$ cat src/rtl/sou_pkg.sv
`default_nettype none

package sou_pkg;

  localparam int N_DRIVE   = 1;
  localparam int N_MEASURE = 2;
  localparam int QUEUE_DEPTH = 2;

  // input item kinds
  localparam logic [1:0] KIND_STEP = 2'd0;
  localparam logic [1:0] KIND_COEF = 2'd1;
  localparam logic [1:0] KIND_EST  = 2'd2;

  localparam logic [63:0] ROUND_BIAS = 64'h0000_0000_0080_0000;
  localparam logic [31:0] SAT_MAX    = 32'h7FFF_FFFF;
  localparam logic [31:0] SAT_MIN    = 32'h8000_0000;

  typedef enum logic [1:0] {
    OP_STEP,
    OP_COEF,
    OP_EST
  } op_t;

  typedef struct packed {
    op_t         op;
    logic [4:0]  index;
    logic [31:0] value;
    logic [31:0] drive;
    logic [31:0] rate;
    logic [31:0] angle;
  } cmd_t;

  typedef struct packed {
    logic [31:0] value;
    logic        clip;
  } rs_t;

  // Round half up from Q24.40 to Q16.16, then clip to 32 bits.
  function automatic rs_t round_sat(input logic [63:0] acc);
    logic [63:0] s;
    logic [39:0] q;
    rs_t         r;
    s = acc + ROUND_BIAS;
    q = s[63:24];
    if (q[39:31] != {9{q[39]}}) begin
      r.clip  = 1'b1;
      r.value = q[39] ? SAT_MIN : SAT_MAX;
    end else begin
      r.clip  = 1'b0;
      r.value = q[31:0];
    end
    return r;
  endfunction

endpackage

`default_nettype wire

$ cat src/rtl/state_observer_update_top.sv
// Step item: the N_STATE new estimates are computed row by row on the shared
// multiply-accumulate, each from ROW_LEN terms, and the next queued command is
// taken only once the step has committed its last row; write items wait for idle.
// A two-entry command queue lets the input side run ahead of the execution side.
// Reset (synchronous, active high) clears the estimates and all control state;
// the coefficient memory is not cleared and must be written before a step reads it.
`default_nettype none

module state_observer_update_top #(
  parameter int N_STATE = 4
) (
  input  wire logic        clk,
  input  wire logic        rst,
  input  wire logic        in_valid,
  output logic             in_stall,
  input  wire logic [1:0]  kind,
  input  wire logic [4:0]  element_index,
  input  wire logic [31:0] write_value,
  input  wire logic [31:0] drive_input,
  input  wire logic [31:0] measured_rate,
  input  wire logic [31:0] measured_angle,
  output logic             out_valid,
  input  wire logic        out_stall,
  output logic [3:0]       estimate_index,
  output logic [31:0]      estimate_value,
  output logic             saturated,
  output logic             last
);

  logic          cmd_vld;
  logic          cmd_take;
  sou_pkg::cmd_t cmd;

  sou_front #(
    .N_STATE (N_STATE)
  ) u_front (
    .clk            (clk),
    .rst            (rst),
    .in_valid       (in_valid),
    .in_stall       (in_stall),
    .kind           (kind),
    .element_index  (element_index),
    .write_value    (write_value),
    .drive_input    (drive_input),
    .measured_rate  (measured_rate),
    .measured_angle (measured_angle),
    .cmd_vld        (cmd_vld),
    .cmd            (cmd),
    .cmd_take       (cmd_take)
  );

  sou_back #(
    .N_STATE (N_STATE)
  ) u_back (
    .clk            (clk),
    .rst            (rst),
    .cmd_vld        (cmd_vld),
    .cmd            (cmd),
    .cmd_take       (cmd_take),
    .out_valid      (out_valid),
    .out_stall      (out_stall),
    .estimate_index (estimate_index),
    .estimate_value (estimate_value),
    .saturated      (saturated),
    .last           (last)
  );

endmodule

`default_nettype wire

$ cat src/rtl/sou_front.sv
`default_nettype none

module sou_front #(
  parameter int N_STATE = 4
) (
  input  wire logic             clk,
  input  wire logic             rst,
  input  wire logic             in_valid,
  output logic                  in_stall,
  input  wire logic [1:0]       kind,
  input  wire logic [4:0]       element_index,
  input  wire logic [31:0]      write_value,
  input  wire logic [31:0]      drive_input,
  input  wire logic [31:0]      measured_rate,
  input  wire logic [31:0]      measured_angle,
  output logic                  cmd_vld,
  output sou_pkg::cmd_t         cmd,
  input  wire logic             cmd_take
);

  localparam int ROW_LEN    = N_STATE + sou_pkg::N_DRIVE + sou_pkg::N_MEASURE;
  localparam int COEF_DEPTH = N_STATE * ROW_LEN;
  localparam int PTR_W      = $clog2(sou_pkg::QUEUE_DEPTH);
  localparam int CNT_W      = $clog2(sou_pkg::QUEUE_DEPTH + 1);

  sou_pkg::cmd_t    queue [sou_pkg::QUEUE_DEPTH];
  logic [PTR_W-1:0] wr_ptr;
  logic [PTR_W-1:0] rd_ptr;
  logic [CNT_W-1:0] count;

  sou_pkg::cmd_t in_cmd;
  logic          keep;
  logic          push;
  logic          pop;

  // classify: drop unknown kinds and out-of-range writes here
  always_comb begin
    in_cmd.index = element_index;
    in_cmd.value = write_value;
    in_cmd.drive = drive_input;
    in_cmd.rate  = measured_rate;
    in_cmd.angle = measured_angle;
    in_cmd.op    = sou_pkg::OP_STEP;
    keep         = 1'b0;
    case (kind)
      sou_pkg::KIND_STEP: begin
        in_cmd.op = sou_pkg::OP_STEP;
        keep      = 1'b1;
      end
      sou_pkg::KIND_COEF: begin
        in_cmd.op = sou_pkg::OP_COEF;
        keep      = 32'(element_index) < 32'(COEF_DEPTH);
      end
      sou_pkg::KIND_EST: begin
        in_cmd.op = sou_pkg::OP_EST;
        keep      = 32'(element_index) < 32'(N_STATE);
      end
      default: begin
        keep = 1'b0;
      end
    endcase
  end

  assign in_stall = (count == CNT_W'(sou_pkg::QUEUE_DEPTH));
  assign push     = in_valid && !in_stall && keep;
  assign cmd_vld  = (count != '0);
  assign cmd      = queue[rd_ptr];
  assign pop      = cmd_vld && cmd_take;

  always_ff @(posedge clk) begin
    if (rst) begin
      wr_ptr <= '0;
      rd_ptr <= '0;
      count  <= '0;
    end else begin
      if (push) begin
        wr_ptr <= wr_ptr + PTR_W'(1);
      end
      if (pop) begin
        rd_ptr <= rd_ptr + PTR_W'(1);
      end
      if (push && !pop) begin
        count <= count + CNT_W'(1);
      end else if (pop && !push) begin
        count <= count - CNT_W'(1);
      end
    end
  end

  always_ff @(posedge clk) begin
    if (push) begin
      queue[wr_ptr] <= in_cmd;
    end
  end

endmodule

`default_nettype wire

$ cat src/rtl/sou_back.sv
`default_nettype none

module sou_back #(
  parameter int N_STATE = 4
) (
  input  wire logic        clk,
  input  wire logic        rst,
  input  wire logic        cmd_vld,
  input  wire sou_pkg::cmd_t cmd,
  output logic             cmd_take,
  output logic             out_valid,
  input  wire logic        out_stall,
  output logic [3:0]       estimate_index,
  output logic [31:0]      estimate_value,
  output logic             saturated,
  output logic             last
);

  localparam int ROW_LEN    = N_STATE + sou_pkg::N_DRIVE + sou_pkg::N_MEASURE;
  localparam int COEF_DEPTH = N_STATE * ROW_LEN;
  localparam int CA_W       = $clog2(COEF_DEPTH);
  localparam int ROW_W      = (N_STATE > 1) ? $clog2(N_STATE) : 1;
  localparam int TERM_W     = $clog2(ROW_LEN);

  typedef enum logic [2:0] {
    ST_IDLE  = 3'b001,
    ST_ISSUE = 3'b010,
    ST_DRAIN = 3'b100
  } state_t;

  state_t state;

  logic [31:0] coef_mem [COEF_DEPTH];
  logic [31:0] mem_q;

  logic [31:0] est     [N_STATE];
  logic [31:0] new_vec [N_STATE];

  logic [31:0] drive;
  logic [31:0] rate;
  logic [31:0] angle;

  logic [CA_W-1:0]   coef_addr;
  logic [TERM_W-1:0] term;
  logic [ROW_W-1:0]  row;
  logic [ROW_W-1:0]  res_row;

  logic               s1_vld;
  logic               s1_first;
  logic               s1_last;
  logic [31:0]        s1_opnd;
  logic               s2_vld;
  logic               s2_first;
  logic               s2_last;
  logic signed [63:0] prod;
  logic [63:0]        acc;
  logic [63:0]        acc_sum;
  logic [63:0]        sum;
  logic               sum_vld;

  logic          en;
  logic          issuing;
  logic          out_free;
  logic          sum_mv;
  logic          start;
  logic          commit;
  logic          term_end;
  logic          row_end;
  logic [31:0]   opnd;
  sou_pkg::rs_t  rs;

  assign out_free = !out_valid || !out_stall;
  // freeze the whole datapath while a finished row cannot move on
  assign en       = !(sum_vld && !out_free);
  assign issuing  = (state == ST_ISSUE) && en;
  assign cmd_take = (state == ST_IDLE);
  assign start    = cmd_take && cmd_vld && (cmd.op == sou_pkg::OP_STEP);
  assign sum_mv   = sum_vld && out_free;
  assign commit   = sum_mv && (res_row == ROW_W'(N_STATE - 1));
  assign term_end = (term == TERM_W'(ROW_LEN - 1));
  assign row_end  = (row == ROW_W'(N_STATE - 1));
  assign rs       = sou_pkg::round_sat(sum);

  always_comb begin
    if (32'(term) < 32'(N_STATE)) begin
      opnd = est[term[ROW_W-1:0]];
    end else if (32'(term) == 32'(N_STATE)) begin
      opnd = drive;
    end else if (32'(term) == 32'(N_STATE + 1)) begin
      opnd = rate;
    end else begin
      opnd = angle;
    end
  end

  always_ff @(posedge clk) begin
    if (rst) begin
      state     <= ST_IDLE;
      coef_addr <= '0;
      term      <= '0;
      row       <= '0;
    end else begin
      case (state)
        ST_IDLE: begin
          if (start) begin
            state     <= ST_ISSUE;
            coef_addr <= '0;
            term      <= '0;
            row       <= '0;
          end
        end
        ST_ISSUE: begin
          if (en) begin
            coef_addr <= coef_addr + CA_W'(1);
            if (term_end) begin
              term <= '0;
              row  <= row + ROW_W'(1);
              if (row_end) begin
                state <= ST_DRAIN;
              end
            end else begin
              term <= term + TERM_W'(1);
            end
          end
        end
        ST_DRAIN: begin
          if (commit) begin
            state <= ST_IDLE;
          end
        end
        default: begin
          state <= ST_IDLE;
        end
      endcase
    end
  end

  always_ff @(posedge clk) begin
    if (start) begin
      drive <= cmd.drive;
      rate  <= cmd.rate;
      angle <= cmd.angle;
    end
  end

  always_ff @(posedge clk) begin
    if (cmd_take && cmd_vld && (cmd.op == sou_pkg::OP_COEF)) begin
      coef_mem[CA_W'(cmd.index)] <= cmd.value;
    end
    if (issuing) begin
      mem_q <= coef_mem[coef_addr];
    end
  end

  always_ff @(posedge clk) begin
    if (rst) begin
      for (int k = 0; k < N_STATE; k++) begin
        est[k] <= '0;
      end
    end else if (cmd_take && cmd_vld && (cmd.op == sou_pkg::OP_EST)) begin
      est[cmd.index[ROW_W-1:0]] <= cmd.value;
    end else if (commit) begin
      for (int k = 0; k < N_STATE; k++) begin
        est[k] <= (k == N_STATE - 1) ? rs.value : new_vec[k];
      end
    end
  end

  always_ff @(posedge clk) begin
    if (sum_mv) begin
      new_vec[res_row] <= rs.value;
    end
  end

  always_ff @(posedge clk) begin
    if (rst) begin
      s1_vld <= 1'b0;
      s2_vld <= 1'b0;
    end else if (en) begin
      s1_vld <= (state == ST_ISSUE);
      s2_vld <= s1_vld;
    end
  end

  always_ff @(posedge clk) begin
    if (en) begin
      s1_first <= (term == '0);
      s1_last  <= term_end;
      s1_opnd  <= opnd;
      s2_first <= s1_first;
      s2_last  <= s1_last;
      prod     <= 64'($signed(mem_q) * $signed(s1_opnd));
    end
  end

  assign acc_sum = (s2_first ? 64'd0 : acc) + 64'(prod);

  always_ff @(posedge clk) begin
    if (en && s2_vld) begin
      if (s2_last) begin
        sum <= acc_sum;
      end else begin
        acc <= acc_sum;
      end
    end
  end

  always_ff @(posedge clk) begin
    if (rst) begin
      sum_vld <= 1'b0;
      res_row <= '0;
    end else begin
      if (en && s2_vld && s2_last) begin
        sum_vld <= 1'b1;
      end else if (sum_mv) begin
        sum_vld <= 1'b0;
      end
      if (start) begin
        res_row <= '0;
      end else if (sum_mv) begin
        res_row <= res_row + ROW_W'(1);
      end
    end
  end

  always_ff @(posedge clk) begin
    if (rst) begin
      out_valid <= 1'b0;
    end else if (sum_mv) begin
      out_valid <= 1'b1;
    end else if (!out_stall) begin
      out_valid <= 1'b0;
    end
  end

  always_ff @(posedge clk) begin
    if (sum_mv) begin
      estimate_index <= 4'(res_row);
      estimate_value <= rs.value;
      saturated      <= rs.clip;
      last           <= (res_row == ROW_W'(N_STATE - 1));
    end
  end

endmodule

`default_nettype wire
$ cat config.mk
export PLATFORM = sky130hd
export DESIGN_NAME = state_observer_update_top
export DESIGN_NICKNAME = d
export VERILOG_FILES = /design/src/rtl/sou_pkg.sv /design/src/rtl/state_observer_update_top.sv /design/src/rtl/sou_front.sv /design/src/rtl/sou_back.sv
export SDC_FILE = /design/constraint.sdc
export NUM_CORES = 2
export LEC_CHECK = 0
export BUFFER_PORTS_ARGS = -buffer_cell sky130_fd_sc_hd__buf_2
export CAP_MARGIN = 20
export CORE_MARGIN = 3
export CORE_UTILIZATION = 60
export CTS_CLUSTER_DIAMETER = 150
export DETAILED_ROUTE_END_ITERATION = 16
export GPL_ROUTABILITY_DRIVEN = 1
export PLACE_DENSITY_LB_ADDON = 0.3
export SLEW_MARGIN = 20
export SYNTH_ARGS = -nofsm -noshare
export SYNTH_HDL_FRONTEND = slang
export SYNTH_SLANG_ARGS = --single-unit
$ cat constraint.sdc
create_clock -name clk -period 10.1 [get_ports clk]
set_input_delay 2.02 -clock clk [delete_from_list [all_inputs] [get_ports clk]]
set_output_delay 2.02 -clock clk [all_outputs]
set_load 0.05 [all_outputs]
# [Yosys cells after proc, flatten, opt, wreduce, memory -nomap -nowiden]
# Memories as Yosys holds them, arrays and structs flattened. A register that Yosys moved wholly into a read port is not among the register bits.
# Index checks and enable logic that the tools add are counted.
[totals] reg_bits=383 mem_bits_rw=1422 input_bits=139 output_inout_bits=40 memories=4
[op_classes] n_addsub=10 mul=1 order_cmp=3 eq_ne=20 n_mux=57 bitwise_logic=5 reduce_logical=36
[memory_table] name="u_back.coef_mem" depth=28 width=32 read_ports=1 rd_clocked_by_memory_dff=1 write_ports=1 line_no="sou_back.sv:33" rtl="logic [31:0] coef_mem [COEF_DEPTH];"
[memory_table] name="u_front.queue" depth=2 width=135 read_ports=1 rd_clocked_by_memory_dff=1 write_ports=1 line_no="sou_front.sv:26" rtl="sou_pkg::cmd_t queue [sou_pkg::QUEUE_DEPTH];"
[memory_table] name="u_back.est" depth=4 width=32 read_ports=1 rd_clocked_by_memory_dff=1 write_ports=4 line_no="sou_back.sv:36" rtl="logic [31:0] est [N_STATE];"
[memory_table] name="u_back.new_vec" depth=4 width=32 read_ports=3 rd_clocked_by_memory_dff=0 write_ports=1 line_no="sou_back.sv:37" rtl="logic [31:0] new_vec [N_STATE];"
[ops] operator="32-bit 2-to-1 mux" n=9
[ops] operator="64-bit by 24-bit adder with 64-bit output (second input constant)" n=1
[ops] operator="64-bit adder" n=1
[ops] operator="32-bit by 32-bit multiplier with 64-bit output" n=1
[ops] operator="64-bit 2-to-1 mux" n=1
[ops] operator="33-bit 2-to-1 mux" n=1
[ops] operator="32-bit OR reduction" n=1
[ops] operator="3-bit 2-to-1 mux" n=8
[ops] operator="1-bit 2-to-1 mux" n=22
[ops] operator="2-bit 2-to-1 mux" n=8
[ops] operator="1-bit logical AND" n=14
[ops] operator="3-bit == test (second input constant)" n=4
[ops] operator="2-bit == test (second input constant)" n=5
[ops] operator="5-bit 2-to-1 mux" n=2
[ops] operator="5-bit case mux with 2 select lines" n=1
[ops] operator="3-bit case mux with 3 select lines" n=1
[ops] operator="2-bit by 1-bit inequality test with 1-bit output (second input constant)" n=4
[ops] operator="8-bit inequality test" n=1
[ops] operator="2-bit case mux with 2 select lines" n=2
[ops] operator="2-bit nonzero test" n=4
[ops] operator="1-bit logical NOT" n=7
[ops] operator="2-bit by 1-bit adder with 2-bit output (second input constant)" n=3
[ops] operator="3-bit case mux with 2 select lines" n=1
[ops] operator="5-bit by 1-bit adder with 5-bit output (second input constant)" n=1
[ops] operator="21 further kinds" n=29

# [Longest topological paths before layout]
[depth] ltp_word=10 ltp_mapped=29

# [By module]
# Synthesis repeated with hierarchy kept, for this count alone.
[hier_totals] cells_unflattened=7558 area_unflattened_um2=107505.6
[modules_own_cells] mod="sou_back" n_inst=1 cells_each=7109 area_per_inst_um2=97519.8
[modules_own_cells] mod="sou_front" n_inst=1 cells_each=449 area_per_inst_um2=9985.8

# [Least setup slack after synthesis]
# No wires, ideal clock.
[synth_path] path_type="input -> register" from="in kind[0]" to="mem u_front.queue[0][0] (netlist bit) (enable)" arrival_ps=8494 required_ps=9453 path_slack_ps=958 stages=4 path_buffers=0 path_cell_list="and3_1 > o21ai_0 > and4b_1 > nor2b_1"
[synth_between] elab_chain_len=5
[synth_rtl] item="start, declared" line_no="state_observer_update_top.sv:16" rtl="input wire logic [1:0] kind,"
[synth_rtl] item="2-bit == test, or another cell as far along" line_no="sou_front.sv:45" rtl="case (kind)"
[synth_rtl] item="1-bit case mux with 3 select lines *" line_no="sou_front.sv:45"
[synth_rtl] item="1-bit logical AND *" line_no="sou_front.sv:65" rtl="assign push = in_valid && !in_stall && keep;"
[synth_rtl] item="named net u_front.push" line_no="sou_front.sv:33" rtl="logic push;"
[synth_rtl] item="1-bit 2-to-1 mux *" line_no="sou_front.sv:91" rtl="if (push) begin"
[synth_rtl] item="1-bit 2-to-1 mux (implied by the code) *" line_no="sou_front.sv:92" rtl="queue[wr_ptr] <= in_cmd;"
[synth_rtl] item="end, declared" line_no="sou_front.sv:26"
# The timed path passes the listed nets; every way through them passes the cells marked *.

# [Worst setup path after layout]
[layout_path] from="reg u_back.s1_opnd[5]" to="reg u_back.prod[60], data pin"
[layout_between] elab_chain_len=1
[layout_rtl] item="start, declared" line_no="sou_back.sv:51" rtl="logic [31:0] s1_opnd;"
[layout_rtl] item="start signal, assigned" line_no="sou_back.sv:189" rtl="s1_opnd <= opnd;"
[layout_rtl] item="32-bit by 32-bit multiplier with 64-bit output" line_no="sou_back.sv:192" rtl="prod <= 64'($signed(mem_q) * $signed(s1_opnd));"
[layout_rtl] item="end signal, assigned" line_no="sou_back.sv:192"
[layout_rtl] item="end, declared" line_no="sou_back.sv:55" rtl="logic signed [63:0] prod;"
# Every way passes these cells.
# A chain may end at the register's enable or synchronous reset.

==> key figures <==
STA
  • RSZ-0062 raised after global routing: false
  • Final Hold Vio Count: 0
  • Fmax: 111 MHz
  • Setup violators final: 0
  • Slew @ Worst Pin: 1170 ps
  • Clk_skew: 60.5 ps
  • Final max-slew violation count: 0
  • Period Utilization, post-route: 0.895
  • Sum Neg Setup Slack: 0 ps
  • Worst slew margin: 0.219
  • Crit path time final: 9040 ps

GRT
  • GRT overflow: 0
  • Initial antenna violation count: 23
  • GR Util met3: 0.0707
  • Vias in the first global route: 66632
  • Met1 usage: 0.395
  • GR met2 Demand/Resource: 0.487
  • GR peak layer: met2
  • First-pass GRT wire length: 412 mm
  • Largest net degree at the start of global routing: 104
  • Total GRT Usage: 0.301

Synth
  • Post-synth EDFFs: 1759
  • Syn avg cell area: 14.0 um^2
  • Synthesized flop and latch total: 1785
  • Top FF cell, synth: edfxtp_1
  • Part of the Yosys area used for sequential elements: 0.498
  • Post-synthesis cell count: 7662
  • Synth warn: 0
  • Distinct cell type count after synthesis: 74
  • Synthesized cell area: 107000 um^2
  • Async SR Flop Fraction: 0

Drt
  • Detail Route Antenna Nets: 0
  • First-pass DRT Iterations: 6
  • WL per Instance: 26.3 um
  • Vias per cell: 6.15
  • 1st-iter DRT viols: 6779
  • Residual DRC count: 0
  • Drt total wl: 271 mm
  • Via Count: 63327

Floorplan
  • Core Rows: 154
  • Die Wd: 428 um
  • Initial Util: 0.606
  • Die area: 184000 um^2
  • Die height: 428 um
  • Top Ports: 179
  • Core area: 177000 um^2

Job
  • Maximum Capacitance Violations: 0

Clock network
  • CTS tree: done
  • Htree depth: 4
  • CTS max path bufs: 3
  • # clock sinks: 1785
  • CTS clk-pin slew, worst paths: 70 ps
  • Post-cts resize count: 0
  • Setup Buffers After CTS: 0
  • Clock Latency Late Sink: 830 ps
  • Hold-fix buffers at CTS: 0
  • Root Driver: clkbuf_16
  • Total CTS buffers: 177

Setup path
  • CP Launch Type: flop
  • Worst setup startpoint: u_back.s1_opnd[5]$_DFFE_PN_
  • Worst Path Arrival: 9580 ps
  • Critical Path End Type: flop
  • Crit-path max cell delay: 890 ps
  • Worst-path maximum fanout: 18
  • Worst Path Required: 10640 ps
  • Slowest cell on crit path: fa_1
  • Kind of critical path: flop to flop
  • RR Startpoint: u_back.s1_opnd[5]$_DFFE_PN_

Layout
  • Share of layout cells above drive strength 1: 0.140
  • Fin nets: 9289
  • Multi-input gate area: 48700 um^2
  • Fillcell total: 12147
  • Reg area: 53400 um^2
  • Commonest non-fill, non-tap cell in the layout: edfxtp_1
  • Fin cells: 10305
  • Commonest cells after routing, fill and taps aside: edfxtp_1 (1759), fa_1 (1083), inv_1 (1032)
  • Layout Area Growth over Synthesis: 9.21%

Worst hold path
  • Worst Hold Class: flop to flop
  • Hold path start: u_back.s1_last$_DFFE_PN_

Placement
  • Gpl congestion: 0.922
  • Cell count after placement: 9970
  • Port Buffers: 176
  • Post-DP HPWL: 182 mm

Outcome
  • Outcome: finished clean
==> sequential cells by signal, summed over array words and instances, names as in the netlist, 3 cells and up, named ones only <==
register and count:
u_back.coef_mem 896, u_back.prod 64, u_back.estimate_value 32, u_back.new_vec 96
u_back.sum 41, u_back.drive 32, u_back.est 128, u_front.queue 270
u_back.angle 32, u_back.coef_addr 5, u_back.term 3, u_back.acc 64
u_back.mem_q 32, u_back.s1_opnd 32, u_back.rate 32, u_back.state 3
==> per-stage QoR <==
step / hold WS (ps) / utilization / worst slack (ps) / cell area (um^2)
3_5_place_dp: 406 / 0.629 / 1160 / 111000
6_report: 429 / 0.662 / 1060 / 117000
2_1_floorplan: 400 / - / 958 / 107000
5_1_grt: 429 / 0.662 / 453 / 117000
4_1_cts: 425 / 0.661 / 1050 / 117000
3_3_place_gp: 403 / 0.629 / 1260 / 111000
==> worst max-delay path, delay by kind of cell, from the launching register on <==
family,cells,cell delay [ps]
flip-flops,1,740
XOR/XNOR,1,80
AND/OR/NAND/NOR,1,160
adder cells (fa/ha/maj),9,4680
AO/OA/AOI/OAI,8,1390
buffers and inverters,9,1660
==> kinds of logic after synthesis <==
family          after synthesis  synth area share
compound gates              665            0.0383
xor+xnor                    179            0.0146
fa+ha+maj                  1338             0.232
buf+inv                    1421            0.0499
flops                      1785             0.498
mux                         550            0.0870
other cells                   1         0.0000350
simple gates               1723            0.0796
==> metal layers <==
metal,routed length (um),vias to the layer above
met5,55,-
met4,13100,8
met3,27700,666
met2,133000,3345
met1,97700,32900
li1,-,26408
==> Yosys cell counts (24+ instances only) <==
library cell,count,share of area
xor2_1,65,0.0053
a21o_1,71,0.0050
o221ai_1,35,0.0029
clkbuf_1,342,0.012
ha_1,255,0.030
and3_1,26,0.0015
o21bai_1,24,0.0017
nor2_1,136,0.0048
inv_1,1034,0.036
nand2b_1,29,0.0017
fa_1,1083,0.20
and2_1,522,0.031
buf_1,40,0.0014
mux2_2,163,0.017
mux4_2,288,0.061
o21ai_0,235,0.011
a21oi_1,167,0.0078
nor2b_1,107,0.0063
nand3_1,39,0.0018
nor3_1,24,0.0011
nand2_1,764,0.027
mux2i_1,99,0.0093
dfxtp_1,26,0.0049
o21a_1,26,0.0018
xnor2_1,114,0.0093
edfxtp_1,1759,0.49
nand4_1,38,0.0022
==> path summary, 6_finish.rpt <==
path,endpoint,slack (ps),depth (start not counted)
setup / recovery,u_back.prod[60]$_DFFE_PN_,1060,28
setup reg to reg,u_back.prod[60]$_DFFE_PN_,1060,28
hold reg to reg,u_back.s2_last$_DFFE_PN_,430,0
hold / removal,u_back.s2_last$_DFFE_PN_,430,0
==> final cells by class <==
type / instances / share of cell area
clock inverters: 93 / 0.00955
clock buffers: 225 / 0.0395
well taps: 2340 / 0.0250
multi-input cells: 4457 / 0.416
repair buffers: 357 / 0.0196
diodes: 14 / 0.000300
flip-flops and latches: 1785 / 0.456
inverters: 1034 / 0.0332
Power is not shown: default switching activity piles up to over one toggle a cycle in this logic, so the estimate is an artifact.
